<file path="src/hdl/pixel_modulation_bin_gate_core_assert.svh">
// assertion macros shared by the bin gate rtl
`ifndef PIXEL_MODULATION_BIN_GATE_CORE_ASSERT_SVH
`define PIXEL_MODULATION_BIN_GATE_CORE_ASSERT_SVH

// consequent checked in the same cycle as the antecedent
`define PMBG_ASSERT_SAME(label, clk, rst_n, ante, cons) \
    label: assert property (@(posedge clk) disable iff (!rst_n) (ante) |-> (cons)) \
        else $error("pmbg assertion failed");

// consequent checked in the cycle after the antecedent
`define PMBG_ASSERT_NEXT(label, clk, rst_n, ante, cons) \
    label: assert property (@(posedge clk) disable iff (!rst_n) (ante) |=> (cons)) \
        else $error("pmbg assertion failed");

`endif

</file>
<file path="src/hdl/pmbg_pkg.sv">
// types and constants of the pixel modulation bin gate
`default_nettype none

package pmbg_pkg;

    // field widths of the channels
    localparam int SAMPLE_W  = 8;
    localparam int BIN_W     = 10;
    localparam int POWER_W   = 19;
    localparam int AC_OUT_W  = 20;
    localparam int POWMIN_W  = 20;
    localparam int PURITY_W  = 17;
    localparam int CFG_IDX_W = 2;
    localparam int CFG_DAT_W = 20;

    // configuration register indexes
    localparam logic [CFG_IDX_W-1:0] CFG_POWER_MIN  = 2'd0;
    localparam logic [CFG_IDX_W-1:0] CFG_PURITY_MIN = 2'd1;

    // configuration reset values
    localparam logic [POWMIN_W-1:0] POWER_MIN_RST  = 20'd1000;
    localparam logic [PURITY_W-1:0] PURITY_MIN_RST = 17'd32768;

    // output saturation limits
    localparam int BIN_LIMIT   = 510;
    localparam int POWER_LIMIT = 520200;
    localparam int AC_LIMIT    = 1040400;

    // purity compares 2*power in q16 against the threshold times ac
    localparam int PURITY_SHIFT = 17;

    // coefficient format and rounding
    localparam int    COEF_W        = 16;
    localparam int    Q14_SHIFT     = 14;
    localparam int    ROUND_Q14     = 8192;
    localparam longint Q14_ONE      = 64'sd16384;
    localparam longint Q30_ONE      = 64'sd1073741824;
    localparam longint PI_Q30       = 64'sd3373259426;
    localparam longint Q30_TO_Q14_RND = 64'sd32768;

    typedef enum logic [3:0] {
        ST_IDLE,
        ST_MRE,
        ST_MIM,
        ST_MSQ,
        ST_ACQ,
        ST_RND,
        ST_PRE,
        ST_PIM,
        ST_PSS,
        ST_PNQ,
        ST_PAC,
        ST_PUR,
        ST_GATE
    } pmbg_state_t;

endpackage

`default_nettype wire

</file>
<file path="src/hdl/pmbg_if.sv">
// request channel interfaces of the bin gate: samples, results, configuration
`default_nettype none

interface pmbg_in_if;
    logic                           valid;
    logic                           ready;
    logic [pmbg_pkg::SAMPLE_W-1:0]  sample;
    logic                           window_start;

    modport source (output valid, sample, window_start, input ready);
    modport sink   (input valid, sample, window_start, output ready);
endinterface

interface pmbg_out_if;
    logic                                 valid;
    logic                                 ready;
    logic signed [pmbg_pkg::BIN_W-1:0]    bin_real;
    logic signed [pmbg_pkg::BIN_W-1:0]    bin_imag;
    logic [pmbg_pkg::POWER_W-1:0]         bin_power;
    logic [pmbg_pkg::AC_OUT_W-1:0]        ac_scaled;
    logic                                 power_pass;
    logic                                 purity_pass;
    logic                                 detected;

    modport source (output valid, bin_real, bin_imag, bin_power, ac_scaled,
                    power_pass, purity_pass, detected, input ready);
    modport sink   (input valid, bin_real, bin_imag, bin_power, ac_scaled,
                    power_pass, purity_pass, detected, output ready);
endinterface

interface pmbg_cfg_if;
    logic                              valid;
    logic                              ready;
    logic [pmbg_pkg::CFG_IDX_W-1:0]    index;
    logic [pmbg_pkg::CFG_DAT_W-1:0]    data;

    modport source (output valid, index, data, input ready);
    modport sink   (input valid, index, data, output ready);
endinterface

`default_nettype wire

</file>
<file path="src/hdl/pmbg_mul.sv">
// shared signed multiplier with registered product
`default_nettype none

module pmbg_mul #(
    parameter int A_W = 18,
    parameter int B_W = 24
) (
    input  wire logic                     clk,
    input  wire logic signed [A_W-1:0]    a,
    input  wire logic signed [B_W-1:0]    b,
    output logic signed [A_W+B_W-1:0]     p_reg
);

    logic signed [A_W+B_W-1:0] p_next;

    assign p_next = (A_W+B_W)'(a) * (A_W+B_W)'(b);

    always_ff @(posedge clk)
    begin
        p_reg <= p_next;
    end

endmodule

`default_nettype wire

</file>
<file path="src/hdl/pmbg_rom.sv">
// bin-2 coefficient table, cos and -sin in q1.14, built at elaboration
`default_nettype none

module pmbg_rom #(
    parameter int WINDOW = 8,
    localparam int IDX_W = $clog2(WINDOW)
) (
    input  wire logic [IDX_W-1:0]                    pos,
    output logic signed [pmbg_pkg::COEF_W-1:0]       cos_q14,
    output logic signed [pmbg_pkg::COEF_W-1:0]       nsin_q14
);

    logic signed [pmbg_pkg::COEF_W-1:0] cos_tab  [WINDOW];
    logic signed [pmbg_pkg::COEF_W-1:0] nsin_tab [WINDOW];

    for (genvar n = 0; n < WINDOW; n++)
    begin : g_coef
        // fold the angle into the first quadrant
        localparam longint K  = (2 * n) % WINDOW;
        localparam longint Q  = (4 * K) / WINDOW;
        localparam longint R  = 4 * K - Q * WINDOW;
        localparam longint A  = (R * pmbg_pkg::PI_Q30) / (2 * WINDOW);
        localparam longint X2 = (A * A) >>> 30;

        // seven taylor terms in q30
        localparam longint TS1 = ((A   * X2) >>> 30) / 6;
        localparam longint TS2 = ((TS1 * X2) >>> 30) / 20;
        localparam longint TS3 = ((TS2 * X2) >>> 30) / 42;
        localparam longint TS4 = ((TS3 * X2) >>> 30) / 72;
        localparam longint TS5 = ((TS4 * X2) >>> 30) / 110;
        localparam longint TS6 = ((TS5 * X2) >>> 30) / 156;
        localparam longint TS7 = ((TS6 * X2) >>> 30) / 210;
        localparam longint TC1 = ((pmbg_pkg::Q30_ONE * X2) >>> 30) / 2;
        localparam longint TC2 = ((TC1 * X2) >>> 30) / 12;
        localparam longint TC3 = ((TC2 * X2) >>> 30) / 30;
        localparam longint TC4 = ((TC3 * X2) >>> 30) / 56;
        localparam longint TC5 = ((TC4 * X2) >>> 30) / 90;
        localparam longint TC6 = ((TC5 * X2) >>> 30) / 132;
        localparam longint TC7 = ((TC6 * X2) >>> 30) / 182;
        localparam longint SS  = A - TS1 + TS2 - TS3 + TS4 - TS5 + TS6 - TS7;
        localparam longint CC  = pmbg_pkg::Q30_ONE - TC1 + TC2 - TC3 + TC4 - TC5 + TC6 - TC7;

        // q30 to q14, rounded half up and held to [0, 1]
        localparam longint SR = (SS < 0) ? 0 : ((SS + pmbg_pkg::Q30_TO_Q14_RND) >>> 16);
        localparam longint CR = (CC < 0) ? 0 : ((CC + pmbg_pkg::Q30_TO_Q14_RND) >>> 16);
        localparam longint S14 = (SR > pmbg_pkg::Q14_ONE) ? pmbg_pkg::Q14_ONE : SR;
        localparam longint C14 = (CR > pmbg_pkg::Q14_ONE) ? pmbg_pkg::Q14_ONE : CR;

        // back to the full circle
        localparam longint CV = (Q == 0) ? C14 : (Q == 1) ? -S14 : (Q == 2) ? -C14 : S14;
        localparam longint SV = (Q == 0) ? S14 : (Q == 1) ? C14 : (Q == 2) ? -S14 : -C14;

        assign cos_tab[n]  = pmbg_pkg::COEF_W'(CV);
        assign nsin_tab[n] = pmbg_pkg::COEF_W'(-SV);
    end

    assign cos_q14  = cos_tab[pos];
    assign nsin_q14 = nsin_tab[pos];

endmodule

`default_nettype wire

</file>
<file path="src/hdl/pixel_modulation_bin_gate_core.sv">
// Bin-2 lock-in detector for one pixel. Grey-level samples come in one per
// request, oldest first; window_start restarts the window. A new sample
// is not taken until the last one is through, since the single shared
// multiplier forms three products per sample (x*cos, x*-sin, x*x), one per
// cycle, with a registered product. After the last sample of a window is
// accumulated, the same multiplier forms re^2, im^2, sum^2, WINDOW*sumsq
// and the purity product in turn, and the result is then loaded into the
// output register. A result waiting there does not block further samples
// until the next window end. Configuration writes are taken in any cycle
// and are meant to be issued while the block is idle.
`default_nettype none
`include "pixel_modulation_bin_gate_core_assert.svh"

module pixel_modulation_bin_gate_core #(
    parameter int WINDOW = 8
) (
    input  wire logic    clk,
    input  wire logic    rst_n,
    pmbg_in_if.sink      samples,
    pmbg_out_if.source   results,
    pmbg_cfg_if.sink     cfg
);

    localparam int LW    = $clog2(WINDOW);
    localparam int ACC_W = LW + 24;
    localparam int RND_W = ACC_W - 13;
    localparam int SUM_W = LW + pmbg_pkg::SAMPLE_W;
    localparam int SQ_W  = LW + 2 * pmbg_pkg::SAMPLE_W;
    localparam int PW_W  = 2 * LW + 18;
    localparam int AC_W  = 2 * LW + 17;
    localparam int MA_W  = (RND_W > pmbg_pkg::PURITY_W + 1) ? RND_W : pmbg_pkg::PURITY_W + 1;
    localparam int MB_W  = AC_W + 1;
    localparam int P_W   = MA_W + MB_W;

    localparam logic [LW-1:0] LAST_POS = LW'(WINDOW - 1);
    localparam logic signed [RND_W-1:0] RE_HI = RND_W'(pmbg_pkg::BIN_LIMIT);
    localparam logic signed [RND_W-1:0] RE_LO = -RND_W'(pmbg_pkg::BIN_LIMIT);

    pmbg_pkg::pmbg_state_t state_reg, state_next;

    logic [pmbg_pkg::POWMIN_W-1:0]  power_min_reg;
    logic [pmbg_pkg::PURITY_W-1:0]  purity_min_reg;

    logic [LW-1:0]                  pos_reg;
    logic signed [ACC_W-1:0]        acc_re_reg;
    logic signed [ACC_W-1:0]        acc_im_reg;
    logic [SUM_W-1:0]               sum_reg;
    logic [SQ_W-1:0]                sq_reg;
    logic [pmbg_pkg::SAMPLE_W-1:0]  x_reg;
    logic signed [RND_W-1:0]        re_reg, re_next;
    logic signed [RND_W-1:0]        im_reg, im_next;
    logic [PW_W-1:0]                pw_reg;
    logic [AC_W-1:0]                ac_reg;
    logic                           out_valid_reg;

    logic signed [MA_W-1:0]         mul_a;
    logic signed [MB_W-1:0]         mul_b;
    logic signed [P_W-1:0]          prod_reg;
    logic signed [pmbg_pkg::COEF_W-1:0] cos_q14, nsin_q14;

    logic                           accept;
    logic                           last_pos;
    logic                           gate_fire;
    logic signed [ACC_W-1:0]        mag_re, mag_im, rnd_re, rnd_im;
    logic signed [P_W-1:0]          ac_diff;
    logic                           power_ok, purity_ok;
    logic [P_W-1:0]                 pw_scaled;

    pmbg_rom #(
        .WINDOW (WINDOW)
    ) u_rom (
        .pos      (pos_reg),
        .cos_q14  (cos_q14),
        .nsin_q14 (nsin_q14)
    );

    pmbg_mul #(
        .A_W (MA_W),
        .B_W (MB_W)
    ) u_mul (
        .clk   (clk),
        .a     (mul_a),
        .b     (mul_b),
        .p_reg (prod_reg)
    );

    assign accept    = samples.valid && samples.ready;
    assign last_pos  = (pos_reg == LAST_POS);
    assign gate_fire = (state_reg == pmbg_pkg::ST_GATE) && (!out_valid_reg || results.ready);
    assign cfg.ready = 1'b1;

    // next state
    always_comb
    begin
        state_next = state_reg;
        unique case (state_reg)
            pmbg_pkg::ST_IDLE: if (samples.valid) state_next = pmbg_pkg::ST_MRE;
            pmbg_pkg::ST_MRE:  state_next = pmbg_pkg::ST_MIM;
            pmbg_pkg::ST_MIM:  state_next = pmbg_pkg::ST_MSQ;
            pmbg_pkg::ST_MSQ:  state_next = pmbg_pkg::ST_ACQ;
            pmbg_pkg::ST_ACQ:  state_next = last_pos ? pmbg_pkg::ST_RND : pmbg_pkg::ST_IDLE;
            pmbg_pkg::ST_RND:  state_next = pmbg_pkg::ST_PRE;
            pmbg_pkg::ST_PRE:  state_next = pmbg_pkg::ST_PIM;
            pmbg_pkg::ST_PIM:  state_next = pmbg_pkg::ST_PSS;
            pmbg_pkg::ST_PSS:  state_next = pmbg_pkg::ST_PNQ;
            pmbg_pkg::ST_PNQ:  state_next = pmbg_pkg::ST_PAC;
            pmbg_pkg::ST_PAC:  state_next = pmbg_pkg::ST_PUR;
            pmbg_pkg::ST_PUR:  state_next = pmbg_pkg::ST_GATE;
            pmbg_pkg::ST_GATE: if (gate_fire) state_next = pmbg_pkg::ST_IDLE;
            default:           state_next = pmbg_pkg::ST_IDLE;
        endcase
    end

    // sequencer outputs: handshake and multiplier operands
    always_comb
    begin
        samples.ready = 1'b0;
        mul_a         = '0;
        mul_b         = '0;
        unique case (state_reg)
            pmbg_pkg::ST_IDLE: samples.ready = 1'b1;
            pmbg_pkg::ST_MRE:
            begin
                mul_a = MA_W'($signed({1'b0, x_reg}));
                mul_b = MB_W'(cos_q14);
            end
            pmbg_pkg::ST_MIM:
            begin
                mul_a = MA_W'($signed({1'b0, x_reg}));
                mul_b = MB_W'(nsin_q14);
            end
            pmbg_pkg::ST_MSQ:
            begin
                mul_a = MA_W'($signed({1'b0, x_reg}));
                mul_b = MB_W'($signed({1'b0, x_reg}));
            end
            pmbg_pkg::ST_PRE:
            begin
                mul_a = MA_W'(re_reg);
                mul_b = MB_W'(re_reg);
            end
            pmbg_pkg::ST_PIM:
            begin
                mul_a = MA_W'(im_reg);
                mul_b = MB_W'(im_reg);
            end
            pmbg_pkg::ST_PSS:
            begin
                mul_a = MA_W'($signed({1'b0, sum_reg}));
                mul_b = MB_W'($signed({1'b0, sum_reg}));
            end
            pmbg_pkg::ST_PNQ:
            begin
                mul_a = MA_W'(WINDOW);
                mul_b = MB_W'($signed({1'b0, sq_reg}));
            end
            pmbg_pkg::ST_PUR:
            begin
                mul_a = MA_W'($signed({1'b0, purity_min_reg}));
                mul_b = MB_W'($signed({1'b0, ac_reg}));
            end
            pmbg_pkg::ST_GATE:
            begin
                // keep the purity product while the result waits
                mul_a = MA_W'($signed({1'b0, purity_min_reg}));
                mul_b = MB_W'($signed({1'b0, ac_reg}));
            end
            default:
            begin
                mul_a = '0;
                mul_b = '0;
            end
        endcase
    end

    // rounding of the q14 sums, half away from zero
    always_comb
    begin
        mag_re  = acc_re_reg[ACC_W-1] ? -acc_re_reg : acc_re_reg;
        mag_im  = acc_im_reg[ACC_W-1] ? -acc_im_reg : acc_im_reg;
        rnd_re  = (mag_re + ACC_W'(pmbg_pkg::ROUND_Q14)) >>> pmbg_pkg::Q14_SHIFT;
        rnd_im  = (mag_im + ACC_W'(pmbg_pkg::ROUND_Q14)) >>> pmbg_pkg::Q14_SHIFT;
        re_next = RND_W'(acc_re_reg[ACC_W-1] ? -rnd_re : rnd_re);
        im_next = RND_W'(acc_im_reg[ACC_W-1] ? -rnd_im : rnd_im);
    end

    assign ac_diff   = prod_reg - P_W'($signed({1'b0, ac_reg}));
    assign pw_scaled = P_W'({pw_reg, {pmbg_pkg::PURITY_SHIFT{1'b0}}});
    assign power_ok  = pw_reg > PW_W'(power_min_reg);
    // the purity product is never negative
    assign purity_ok = pw_scaled > $unsigned(prod_reg);

    // control state, window accumulators and configuration
    always_ff @(posedge clk or negedge rst_n)
    begin
        if (!rst_n)
        begin
            state_reg      <= pmbg_pkg::ST_IDLE;
            power_min_reg  <= pmbg_pkg::POWER_MIN_RST;
            purity_min_reg <= pmbg_pkg::PURITY_MIN_RST;
            pos_reg        <= '0;
            acc_re_reg     <= '0;
            acc_im_reg     <= '0;
            sum_reg        <= '0;
            sq_reg         <= '0;
            out_valid_reg  <= 1'b0;
        end
        else
        begin
            state_reg <= state_next;

            if (cfg.valid)
            begin
                unique case (cfg.index)
                    pmbg_pkg::CFG_POWER_MIN:  power_min_reg  <= cfg.data[pmbg_pkg::POWMIN_W-1:0];
                    pmbg_pkg::CFG_PURITY_MIN: purity_min_reg <= cfg.data[pmbg_pkg::PURITY_W-1:0];
                    default: ;
                endcase
            end

            if (gate_fire)
                out_valid_reg <= 1'b1;
            else if (results.ready)
                out_valid_reg <= 1'b0;

            case (state_reg)
                pmbg_pkg::ST_IDLE:
                begin
                    // window restart drops any partial window
                    if (accept && samples.window_start)
                    begin
                        pos_reg    <= '0;
                        acc_re_reg <= '0;
                        acc_im_reg <= '0;
                        sum_reg    <= '0;
                        sq_reg     <= '0;
                    end
                end
                pmbg_pkg::ST_MIM: acc_re_reg <= acc_re_reg + ACC_W'(prod_reg);
                pmbg_pkg::ST_MSQ:
                begin
                    acc_im_reg <= acc_im_reg + ACC_W'(prod_reg);
                    sum_reg    <= sum_reg + SUM_W'(x_reg);
                end
                pmbg_pkg::ST_ACQ:
                begin
                    sq_reg <= sq_reg + SQ_W'(prod_reg);
                    if (!last_pos)
                        pos_reg <= pos_reg + 1'b1;
                end
                pmbg_pkg::ST_GATE:
                begin
                    if (gate_fire)
                    begin
                        pos_reg    <= '0;
                        acc_re_reg <= '0;
                        acc_im_reg <= '0;
                        sum_reg    <= '0;
                        sq_reg     <= '0;
                    end
                end
                default: ;
            endcase
        end
    end

    // payload registers
    always_ff @(posedge clk)
    begin
        if (accept)
            x_reg <= samples.sample;
        case (state_reg)
            pmbg_pkg::ST_RND:
            begin
                re_reg <= re_next;
                im_reg <= im_next;
            end
            pmbg_pkg::ST_PIM: pw_reg <= PW_W'(prod_reg);
            pmbg_pkg::ST_PSS: pw_reg <= pw_reg + PW_W'(prod_reg);
            pmbg_pkg::ST_PNQ: ac_reg <= AC_W'(prod_reg);
            pmbg_pkg::ST_PAC: ac_reg <= ac_diff[P_W-1] ? '0 : AC_W'(ac_diff);
            default: ;
        endcase
        if (gate_fire)
        begin
            if (re_reg > RE_HI)
                results.bin_real <= pmbg_pkg::BIN_W'(pmbg_pkg::BIN_LIMIT);
            else if (re_reg < RE_LO)
                results.bin_real <= -pmbg_pkg::BIN_W'(pmbg_pkg::BIN_LIMIT);
            else
                results.bin_real <= pmbg_pkg::BIN_W'(re_reg);
            if (im_reg > RE_HI)
                results.bin_imag <= pmbg_pkg::BIN_W'(pmbg_pkg::BIN_LIMIT);
            else if (im_reg < RE_LO)
                results.bin_imag <= -pmbg_pkg::BIN_W'(pmbg_pkg::BIN_LIMIT);
            else
                results.bin_imag <= pmbg_pkg::BIN_W'(im_reg);
            if (pw_reg > PW_W'(pmbg_pkg::POWER_LIMIT))
                results.bin_power <= pmbg_pkg::POWER_W'(pmbg_pkg::POWER_LIMIT);
            else
                results.bin_power <= pmbg_pkg::POWER_W'(pw_reg);
            if (ac_reg > AC_W'(pmbg_pkg::AC_LIMIT))
                results.ac_scaled <= pmbg_pkg::AC_OUT_W'(pmbg_pkg::AC_LIMIT);
            else
                results.ac_scaled <= pmbg_pkg::AC_OUT_W'(ac_reg);
            results.power_pass  <= power_ok;
            results.purity_pass <= purity_ok;
            results.detected    <= power_ok && purity_ok;
        end
    end

    assign results.valid = out_valid_reg;

    `PMBG_ASSERT_NEXT(a_accept_starts_mul, clk, rst_n, accept, state_reg == pmbg_pkg::ST_MRE)
    `PMBG_ASSERT_NEXT(a_gate_loads_result, clk, rst_n, gate_fire, out_valid_reg)
    `PMBG_ASSERT_SAME(a_pos_in_window, clk, rst_n, 1'b1, pos_reg <= LAST_POS)
    `PMBG_ASSERT_SAME(a_power_pass_nonzero, clk, rst_n, results.valid && results.power_pass, results.bin_power != '0)
    `PMBG_ASSERT_NEXT(a_last_goes_final, clk, rst_n, (state_reg == pmbg_pkg::ST_ACQ) && last_pos, state_reg == pmbg_pkg::ST_RND)

endmodule

`default_nettype wire

</file>
<file path="src/flat_wrapper.sv">
// flat-port wrapper written by rule: the top's interface ports become plain ports
module pixel_modulation_bin_gate_core_flat 
#(
    parameter int WINDOW = 8
)
  (clk, rst_n, samples_valid, samples_sample, samples_window_start, samples_ready, results_valid, results_bin_real, results_bin_imag, results_bin_power, results_ac_scaled, results_power_pass, results_purity_pass, results_detected, results_ready, cfg_valid, cfg_index, cfg_data, cfg_ready);
  pmbg_in_if samples_i ();
  pmbg_out_if results_i ();
  pmbg_cfg_if cfg_i ();
  input  wire logic clk;
  input  wire logic rst_n;
  input wire logic [$bits(samples_i.valid)-1:0] samples_valid;
  input wire logic [$bits(samples_i.sample)-1:0] samples_sample;
  input wire logic [$bits(samples_i.window_start)-1:0] samples_window_start;
  output wire logic [$bits(samples_i.ready)-1:0] samples_ready;
  output wire logic [$bits(results_i.valid)-1:0] results_valid;
  output wire logic [$bits(results_i.bin_real)-1:0] results_bin_real;
  output wire logic [$bits(results_i.bin_imag)-1:0] results_bin_imag;
  output wire logic [$bits(results_i.bin_power)-1:0] results_bin_power;
  output wire logic [$bits(results_i.ac_scaled)-1:0] results_ac_scaled;
  output wire logic [$bits(results_i.power_pass)-1:0] results_power_pass;
  output wire logic [$bits(results_i.purity_pass)-1:0] results_purity_pass;
  output wire logic [$bits(results_i.detected)-1:0] results_detected;
  input wire logic [$bits(results_i.ready)-1:0] results_ready;
  input wire logic [$bits(cfg_i.valid)-1:0] cfg_valid;
  input wire logic [$bits(cfg_i.index)-1:0] cfg_index;
  input wire logic [$bits(cfg_i.data)-1:0] cfg_data;
  output wire logic [$bits(cfg_i.ready)-1:0] cfg_ready;
  assign samples_i.valid = samples_valid;
  assign samples_i.sample = samples_sample;
  assign samples_i.window_start = samples_window_start;
  assign samples_ready = samples_i.ready;
  assign results_valid = results_i.valid;
  assign results_bin_real = results_i.bin_real;
  assign results_bin_imag = results_i.bin_imag;
  assign results_bin_power = results_i.bin_power;
  assign results_ac_scaled = results_i.ac_scaled;
  assign results_power_pass = results_i.power_pass;
  assign results_purity_pass = results_i.purity_pass;
  assign results_detected = results_i.detected;
  assign results_i.ready = results_ready;
  assign cfg_i.valid = cfg_valid;
  assign cfg_i.index = cfg_index;
  assign cfg_i.data = cfg_data;
  assign cfg_ready = cfg_i.ready;
  pixel_modulation_bin_gate_core #(.WINDOW(WINDOW)) u_core (.clk(clk), .rst_n(rst_n), .samples(samples_i), .results(results_i), .cfg(cfg_i));
endmodule
</file>
<file path="config.mk">
export PLATFORM = sky130hd
export DESIGN_NAME = pixel_modulation_bin_gate_core_flat
export DESIGN_NICKNAME = d
export VERILOG_FILES = /design/src/hdl/pmbg_pkg.sv /design/src/hdl/pmbg_if.sv /design/src/hdl/pmbg_mul.sv /design/src/hdl/pmbg_rom.sv /design/src/hdl/pixel_modulation_bin_gate_core.sv /design/src/flat_wrapper.sv
export VERILOG_INCLUDE_DIRS = /design/src /design/src/hdl
export SDC_FILE = /design/constraint.sdc
export NUM_CORES = 2
export LEC_CHECK = 0
export ABC_CLOCK_PERIOD_IN_PS = 8600
export BUFFER_PORTS_ARGS = -buffer_cell sky130_fd_sc_hd__buf_2
export CAP_MARGIN = 30
export CORE_UTILIZATION = 59
export DETAILED_ROUTE_END_ITERATION = 8
export PLACE_DENSITY = 0.8
export SYNTH_ARGS = -nofsm -noshare
export SYNTH_HDL_FRONTEND = slang
export SYNTH_SLANG_ARGS = --single-unit
</file>
<file path="constraint.sdc">
create_clock -name clk -period 8.6 [get_ports clk]
set_input_delay 1.72 -clock clk [delete_from_list [all_inputs] [get_ports clk]]
set_output_delay 1.72 -clock clk [all_outputs]
set_load 0.02 [all_outputs]
</file>
Yosys cells after proc, flatten, opt, wreduce, memory -nomap -nowiden

Memories as Yosys holds them, arrays and structs flattened.
Index checks and enable logic that the tools add are counted.

Bits of input ports: 36
ROM bits: 256
Memories kept: 2
Output and inout bits: 65
Word-level logic and storage cells: 129
Register bits: 316

Bitwise logic cells: 1
Reduce and logical (&&, ||, !) cells: 25
Multiplexer cells: 36
Multiply operators: 1
Order comparisons: 9
Add/subtract/negate cells: 13
Equal/unequal tests: 18

Memories:

| name             | depth | bits a word | rd ports | clocked after Yosys merged registers in | write ports | RTL line       | source |
|---|---|---|---|---|---|---|---|
| (name not given) | 8     | 16          | 1        | 0                                       | 0           | pmbg_rom.sv:58 | `assign nsin_q14 = nsin_tab[pos];` |
| (name not given) | 8     | 16          | 1        | 0                                       | 0           | pmbg_rom.sv:57 | `assign cos_q14 = cos_tab[pos];` |

Operators with widths:

| cell                     | count |
|---|---|
| $pmux W24 S8             | 1 |
| $pmux W27 S3             | 2 |
| $mux W27                 | 4 |
| $pmux W18 S6             | 1 |
| $mux W16                 | 4 |
| $pmux W19 S3             | 1 |
| $add A27 B15 Y27 const B | 2 |
| $add A27 B27 Y27         | 2 |
| $neg A27 Y27             | 2 |
| $pmux W4 S13             | 1 |
| $pmux W24 S2             | 1 |
| $pmux W23 S2             | 1 |
| $gt A41 B42 Y1           | 1 |
| $mul A18 B24 Y42         | 1 |
| $sub A42 B24 Y42         | 1 |
| $mux W19                 | 2 |
| $pmux W11 S3             | 1 |
| $gt A14 B10 Y1 const B   | 2 |
| $lt A14 B10 Y1 const B   | 2 |
| $mux W14                 | 2 |
| $neg A13 Y14             | 2 |
| $add A24 B24 Y24         | 1 |
| $gt A24 B19 Y1 const B   | 1 |
| $gt A24 B20 Y1           | 1 |
| other kinds (33)         | 64 |

Logic depth before layout (Yosys ltp)

Word-level depth: 6
Gate-level depth with buffers: 34
Depth with buffers taken out: 31

By module

Synthesis repeated with hierarchy kept, for this count alone.

Cells, all modules: 4,031
Area total of the unflattened synthesis: 36,769.0 um^2

Modules (own cells, without submodules):

| module                         | area each (um^2) | instances | sequential area each (um^2) | cells each |
|---|---|---|---|---|
| pixel_modulation_bin_gate_core | 20,151.8         | 1         | 7,591.0                     | 2,185 |
| pmbg_mul                       | 16,377.0         | 1         | 840.8                       | 1,813 |
| pmbg_rom                       | 240.2            | 1         | 0.0                         | 33 |

Least setup slack after synthesis

No wires, ideal clock.

Path type: flip-flop to flip-flop
Start point: register u_core.state_reg[2]
End point: register u_core.u_mul.p_reg[38]
Data required time: 8.477 ns
Setup time: 0.123 ns
Stages on the path, launching flop included: 32
Buffers on the path: 4
Arrival time: 8.025 ns
Period minus slack after synthesis: 8.148 ns
Setup slack: 0.452 ns
Cells stage by stage: dfrtp_1 clkbuf_1 nor3b_1 a21oi_1 nor2b_1 clkbuf_1 clkbuf_1 a221o_1 clkbuf_1 nand2_1 fa_1 inv_1 fa_1 inv_1 fa_1 inv_1 fa_1 fa_1 inv_1 fa_1 inv_1 ha_1 a21o_1 a21o_1 a221oi_1 o21ai_0 a41o_1 a41o_1 o31a_1 o41ai_1 o21bai_1 xor2_1

Cells in the longest elaborated chain, start to end: 4
Elaborated cells between the ends (all ways): 14
Classes of those cells: mul: 1; eq/ne: 9; mux: 2; reduce/logical: 2

Ends and longest elaborated chain:

| item                                                                         | RTL line                              | source |
|---|---|---|
| from (decl)                                                                  | pixel_modulation_bin_gate_core.sv:39  | `pmbg_pkg::pmbg_state_t state_reg, state_next;` |
| from (signal assigned)                                                       | pixel_modulation_bin_gate_core.sv:198 | `state_reg <= pmbg_pkg::ST_IDLE;` |
| from (signal assigned)                                                       | pixel_modulation_bin_gate_core.sv:210 | `state_reg <= state_next;` |
| $eq A4 B1 Y1, or another cell as far along                                   | pixel_modulation_bin_gate_core.sv:120 | `unique case (state_reg)` |
| $reduce_or A3 Y1 (no source line) / $reduce_or A2 Y1 (equally long branches) | --                                    |  |
| $pmux W18 S6 / $pmux W24 S8 (equally long branches)                          | pixel_modulation_bin_gate_core.sv:120 |  |
| $mul A18 B24 Y42 (*)                                                         | pmbg_mul.sv:16                        | `assign p_next = (A_W+B_W)'(a) * (A_W+B_W)'(b);` |
| via u_core.u_mul.p_next[38]                                                  | pmbg_mul.sv:14                        | `logic signed [A_W+B_W-1:0] p_next;` |
| to (signal assigned)                                                         | pmbg_mul.sv:20                        | `p_reg <= p_next;` |
| to (decl)                                                                    | pmbg_mul.sv:11                        | `output logic signed [A_W+B_W-1:0] p_reg` |

The timed path passes the listed nets; every way through them passes the cells marked *.
A chain may end at the register's enable or synchronous reset.

Final worst setup path

Start point: register u_core.state_reg[1]
End point: register u_core.u_mul.p_reg[38]

The elaborated chain is that of the path after synthesis.

==> report_table.html <==
<table>
<tr><th>Metric</th><th>Value</th></tr>
<tr><th colspan="2">Run status</th></tr>
<tr><td>Run status</td><td>completed</td></tr>
<tr><th colspan="2">Placement</th></tr>
<tr><td>Number of input and output port buffers inserted</td><td>99</td></tr>
<tr><td>Pre-CTS setup slack</td><td>just under 0.04 ns</td></tr>
<tr><td>Post-detailed-placement half-perimeter wirelength</td><td>approximately 91 mm</td></tr>
<tr><td>Placed Cells</td><td>4971</td></tr>
<tr><td>Placed instance area</td><td>approximately 39000 um2</td></tr>
<tr><td>Final weighted congestion in routability-driven placement</td><td>1.06</td></tr>
<tr><th colspan="2">Power</th></tr>
<tr><td>Switching power</td><td>8.15 mW</td></tr>
<tr><td>Fraction of power consumed by sequential logic</td><td>around 18%</td></tr>
<tr><td>Worst IR drop on VDD</td><td>around 310 uV</td></tr>
<tr><td>Share of power burned in combinational logic</td><td>71.4%</td></tr>
<tr><td>Switching share of power</td><td>roughly 53%</td></tr>
<tr><td>Leak</td><td>about 19 nW</td></tr>
<tr><td>Power density over cell area</td><td>between 300 and 400 nW/um2</td></tr>
<tr><td>Part of the total power dissipated in the clock network</td><td>a little over a tenth</td></tr>
<tr><td>Overall power consumption</td><td>~16 mW</td></tr>
<tr><td>Internal portion of total power</td><td>7.37 mW</td></tr>
<tr><th colspan="2">Synth</th></tr>
<tr><td>Synth top cells by count</td><td>inv_1, nand2_1, fa_1</td></tr>
<tr><td>Fraction of synthesized cell area in xor and xnor cells</td><td>about 4.7%</td></tr>
<tr><td>Top_reg_cell synth</td><td>edfxtp_1</td></tr>
<tr><td>Combinational family with the most area after synthesis</td><td>adder cells</td></tr>
<tr><td>Library cells used by synthesis</td><td>95</td></tr>
<tr><td>Sequential area share after synthesis</td><td>23.0%</td></tr>
<tr><td>Most common cell in the netlist</td><td>inv_1</td></tr>
<tr><td>Share of synthesized cell area in and, or, nand and nor gates</td><td>15.4%</td></tr>
<tr><td>Synth Area per Inst</td><td>approximately 9 um2</td></tr>
<tr><td>Biggest area consumer among synthesized cells</td><td>fa_1</td></tr>
<tr><td>Post-Synth Adder-Cell Area</td><td>about a third</td></tr>
<tr><td>Share of synthesized area spent on multiplexers</td><td>~1.2%</td></tr>
<tr><td>Cell area after synthesis</td><td>roughly 37000 um2</td></tr>
<tr><td>Main area contributors after synthesis</td><td>fa_1, edfxtp_1, ha_1, dfrtp_1, inv_1</td></tr>
<tr><td>Synthesis-stage register bit count</td><td>between 300 and 400</td></tr>
<tr><td>Number of warning messages in the yosys log</td><td>0</td></tr>
<tr><td>Number of standard cells after synthesis</td><td>4079</td></tr>
<tr><td>Share of synthesized flip-flops with an asynchronous set or reset</td><td>around 40%</td></tr>
<tr><td>Post-synth top area share</td><td>about a quarter</td></tr>
<tr><td>EDFF count, synth</td><td>145</td></tr>
<tr><td>Fraction of the mapped netlist area in compound gates</td><td>14.2%</td></tr>
<tr><th colspan="2">Worst setup path</th></tr>
<tr><td>Class of the most critical setup path</td><td>flip-flop to flip-flop</td></tr>
<tr><td>Most frequent cell on the critical path</td><td>fa_1</td></tr>
<tr><td>Max FO, Critical Path</td><td>11</td></tr>
<tr><td>Crit path capture type</td><td>flip-flop</td></tr>
<tr><td>CP Data Arrival Time</td><td>approximately 8.8 ns</td></tr>
<tr><td>Crit path largest cell delay</td><td>0.57 ns</td></tr>
<tr><td>Cell type of the slowest stage on the worst timing path</td><td>fa_1</td></tr>
<tr><td>Kind of start point of the critical path</td><td>flip-flop</td></tr>
<tr><td>WP data required</td><td>roughly 9.0 ns</td></tr>
<tr><th colspan="2">STA</th></tr>
<tr><td>Hold violation total from the final report</td><td>0</td></tr>
<tr><td>Post-layout min period</td><td>approximately 8.4 ns</td></tr>
<tr><td>Clock Skew</td><td>between 0.03 and 0.04 ns</td></tr>
<tr><td>Number of max-slew violations in the final report</td><td>0</td></tr>
<tr><td>Max-slew headroom</td><td>between 30 and 40%</td></tr>
<tr><td>Setup_tns</td><td>0 ns</td></tr>
<tr><td>Final WS setup</td><td>~0.21 ns</td></tr>
<tr><td>Final-layout worst hold slack</td><td>roughly 0.52 ns</td></tr>
<tr><td>Total setup violations reported at the end of the flow</td><td>0</td></tr>
<tr><td>Highest clock rate</td><td>approximately 120 MHz</td></tr>
<tr><td>Ratio of final minimum period to clock period</td><td>roughly 98%</td></tr>
<tr><td>Actual transition at the worst max-transition pin</td><td>between 1 and 1.5 ns</td></tr>
<tr><th colspan="2">Routing</th></tr>
<tr><td>Avg WL per Cell</td><td>roughly 23 um</td></tr>
<tr><td>Total Routed Length</td><td>~120 mm</td></tr>
<tr><td>Routed via count divided by cell count</td><td>about 6.2</td></tr>
<tr><td>DRC errors left</td><td>0</td></tr>
<tr><td>Post-route antenna net violation count</td><td>0</td></tr>
<tr><td>Vias post-DR</td><td>approximately 31000</td></tr>
<tr><td>Pre-antenna DRT Iters</td><td>7</td></tr>
<tr><td>Number of violations reported at the end of detailed-routing iteration 0</td><td>approximately 3200</td></tr>
<tr><th colspan="2">Clock tree</th></tr>
<tr><td>Root Buffer Master</td><td>clkbuf_16</td></tr>
<tr><td># clock sinks</td><td>about 320</td></tr>
<tr><td>H-tree level count</td><td>2</td></tr>
<tr><td>Worst-path clk slew</td><td>0.06 ns</td></tr>
<tr><td>Source-to-sink clock delay at the later pin of the worst-skew pair</td><td>about 0.56 ns</td></tr>
<tr><td>CTS tree</td><td>yes</td></tr>
<tr><td>Inserted Clock Buffers</td><td>36</td></tr>
<tr><td>Clk buf depth</td><td>3</td></tr>
<tr><th colspan="2">GRT</th></tr>
<tr><td>First-pass GRT wire length</td><td>between 150 and 200 mm</td></tr>
<tr><td>Total gr overflow</td><td>0</td></tr>
<tr><td>Pin count of the biggest net entering global routing</td><td>77</td></tr>
<tr><td>Vias in the first global route</td><td>just over 30000</td></tr>
<tr><td>Antenna violations before repair</td><td>6</td></tr>
<tr><td>Total track usage</td><td>between 30% and 40%</td></tr>
<tr><th colspan="2">Floorplanning</th></tr>
<tr><td>Count of boundary I/O pins</td><td>between 100 and 150</td></tr>
<tr><td>Starting Density</td><td>60.2%</td></tr>
<tr><td>Die width</td><td>about 250 um</td></tr>
<tr><td>Die Ht</td><td>251 um</td></tr>
<tr><td>Area of the core</td><td>slightly above 60000 um2</td></tr>
<tr><td>Total die area</td><td>63100 um2</td></tr>
<tr><td>Floorplan row count</td><td>90</td></tr>
<tr><th colspan="2">Finish</th></tr>
<tr><td>Final design utilization</td><td>66.2%</td></tr>
<tr><td>Total number of nets in the final design</td><td>4985</td></tr>
<tr><td>Final cell count without fillers</td><td>5050</td></tr>
<tr><td>Ratio of cells with drive above 1 in the final layout</td><td>roughly a tenth</td></tr>
<tr><td># fillers</td><td>between 4000 and 5000</td></tr>
<tr><td>Area grow syn2layout</td><td>9.94%</td></tr>
<tr><td>Layout Cell Area excl Fill</td><td>between 40000 and 50000 um2</td></tr>
<tr><td>Number of flip-flops under the largest register name</td><td>42</td></tr>
<tr><th colspan="2">Run</th></tr>
<tr><td>Maximum Capacitance Violations</td><td>0</td></tr>
<tr><th colspan="2">Min path</th></tr>
<tr><td>Tightest Hold Check Type</td><td>flip-flop to flip-flop</td></tr>
</table>
==> power by group through the flow <==
stage | Sequential (mW) | Combinational, mW | Clock [mW]
6_report | 2.74 | 11.1 | 1.69
5_1_grt | 2.74 | 12.2 | 1.76
4_1_cts | 2.69 | 10.8 | 1.70
3_5_place_dp | 2.72 | 10.7 | 0
3_3_place_gp | 2.71 | 10.5 | 0
2_1_floorplan | 2.40 | 7.74 | 0
==> critical path: cells and delay by family, from the launching register on <==
family	cells	cell delay, ns
fa+ha+maj	7	3.49
compound gates	11	2.41
simple gates	4	0.87
buf+inv	8	0.85
flops	1	0.46
xor+xnor	1	0.14
==> worst paths after layout <==
kind / from / endpoint / slack (ns) / cells past startpoint
worst max register to register: u_core.state_reg[1]$_DFFE_PN0P_ / u_core.u_mul.p_reg[38]$_DFF_P_ / 0.21 / 31
max in group asynchronous: rst_n / u_core.state_reg[2]$_DFFE_PN0P_ / 6.05 / 2
min in group asynchronous: rst_n / u_core.acc_im_reg[20]$_DFFE_PN0P_ / 1.21 / 1
worst max-delay path: u_core.state_reg[1]$_DFFE_PN0P_ / u_core.u_mul.p_reg[38]$_DFF_P_ / 0.21 / 31
worst min register to register: u_core.acc_re_reg[5]$_DFFE_PN0P_ / u_core.acc_re_reg[5]$_DFFE_PN0P_ / 0.52 / 2
worst min-delay path: u_core.acc_re_reg[5]$_DFFE_PN0P_ / u_core.acc_re_reg[5]$_DFFE_PN0P_ / 0.52 / 2
==> kinds of logic after synthesis <==
group	Yosys count
adder cells (fa/ha/maj)	713
buffers and inverters	808
flip-flops	316
XOR/XNOR	197
AND/OR/NAND/NOR	1228
multiplexers	38
AO/OA/AOI/OAI	777
other	2
==> layout by cell type, fill, tap and decap left out, drive strengths merged, types with 25 or more instances in the layout <==
master,instances
a21o,87
a21oi,169
and2,37
buf,263
clkbuf,52
dfrtp,122
dfxtp,42
edfxtp,145
fa,431
ha,281
inv,656
nand2,525
nand2b,49
nand3,58
nand4,30
nor2,302
nor2b,48
nor3,51
nor4,33
o21a,31
o21ai,185
o21bai,25
o22ai,29
o31ai,42
xnor2,125
xor2,72
==> routing by layer <==
layer / routed length (um) / track usage [%] / share of wire (%) / vias up
met5: 38 / 0 / 0.033 / -
met4: 7090 / 18.8 / 6.1 / 6
met3: 13100 / 9.37 / 11 / 438
met2: 51500 / 57.5 / 44 / 1789
met1: 44200 / 48.2 / 38 / 15200
li1: - / - / - / 13900
==> timing repair <==
| action | in CTS | in global routing |
|---|---|---|
| endpoints found under the setup margin | 4 | 7 |
| pin swaps | 0 | 2 |
| setup buffers | 0 | 9 |
| gates resized for setup | 1 | 20 |
| hold buffers | 0 | 0 |
==> layout make-up <==
type / count / area, um2 / share of cell area (%)
Tap cell: 782 / 978 / 2.43
Clock inverter: 15 / 224 / 0.556
Clock buffer: 51 / 1070 / 2.66
Multi-Input combinational cell: 2964 / 25300 / 62.8
Sequential cell: 316 / 8430 / 20.9
Timing Repair Buffer: 264 / 1810 / 4.50
Antenna cell: 3 / 7.51 / 0.0186
Inverter: 655 / 2460 / 6.11
Power figures use the tool's default switching activity.
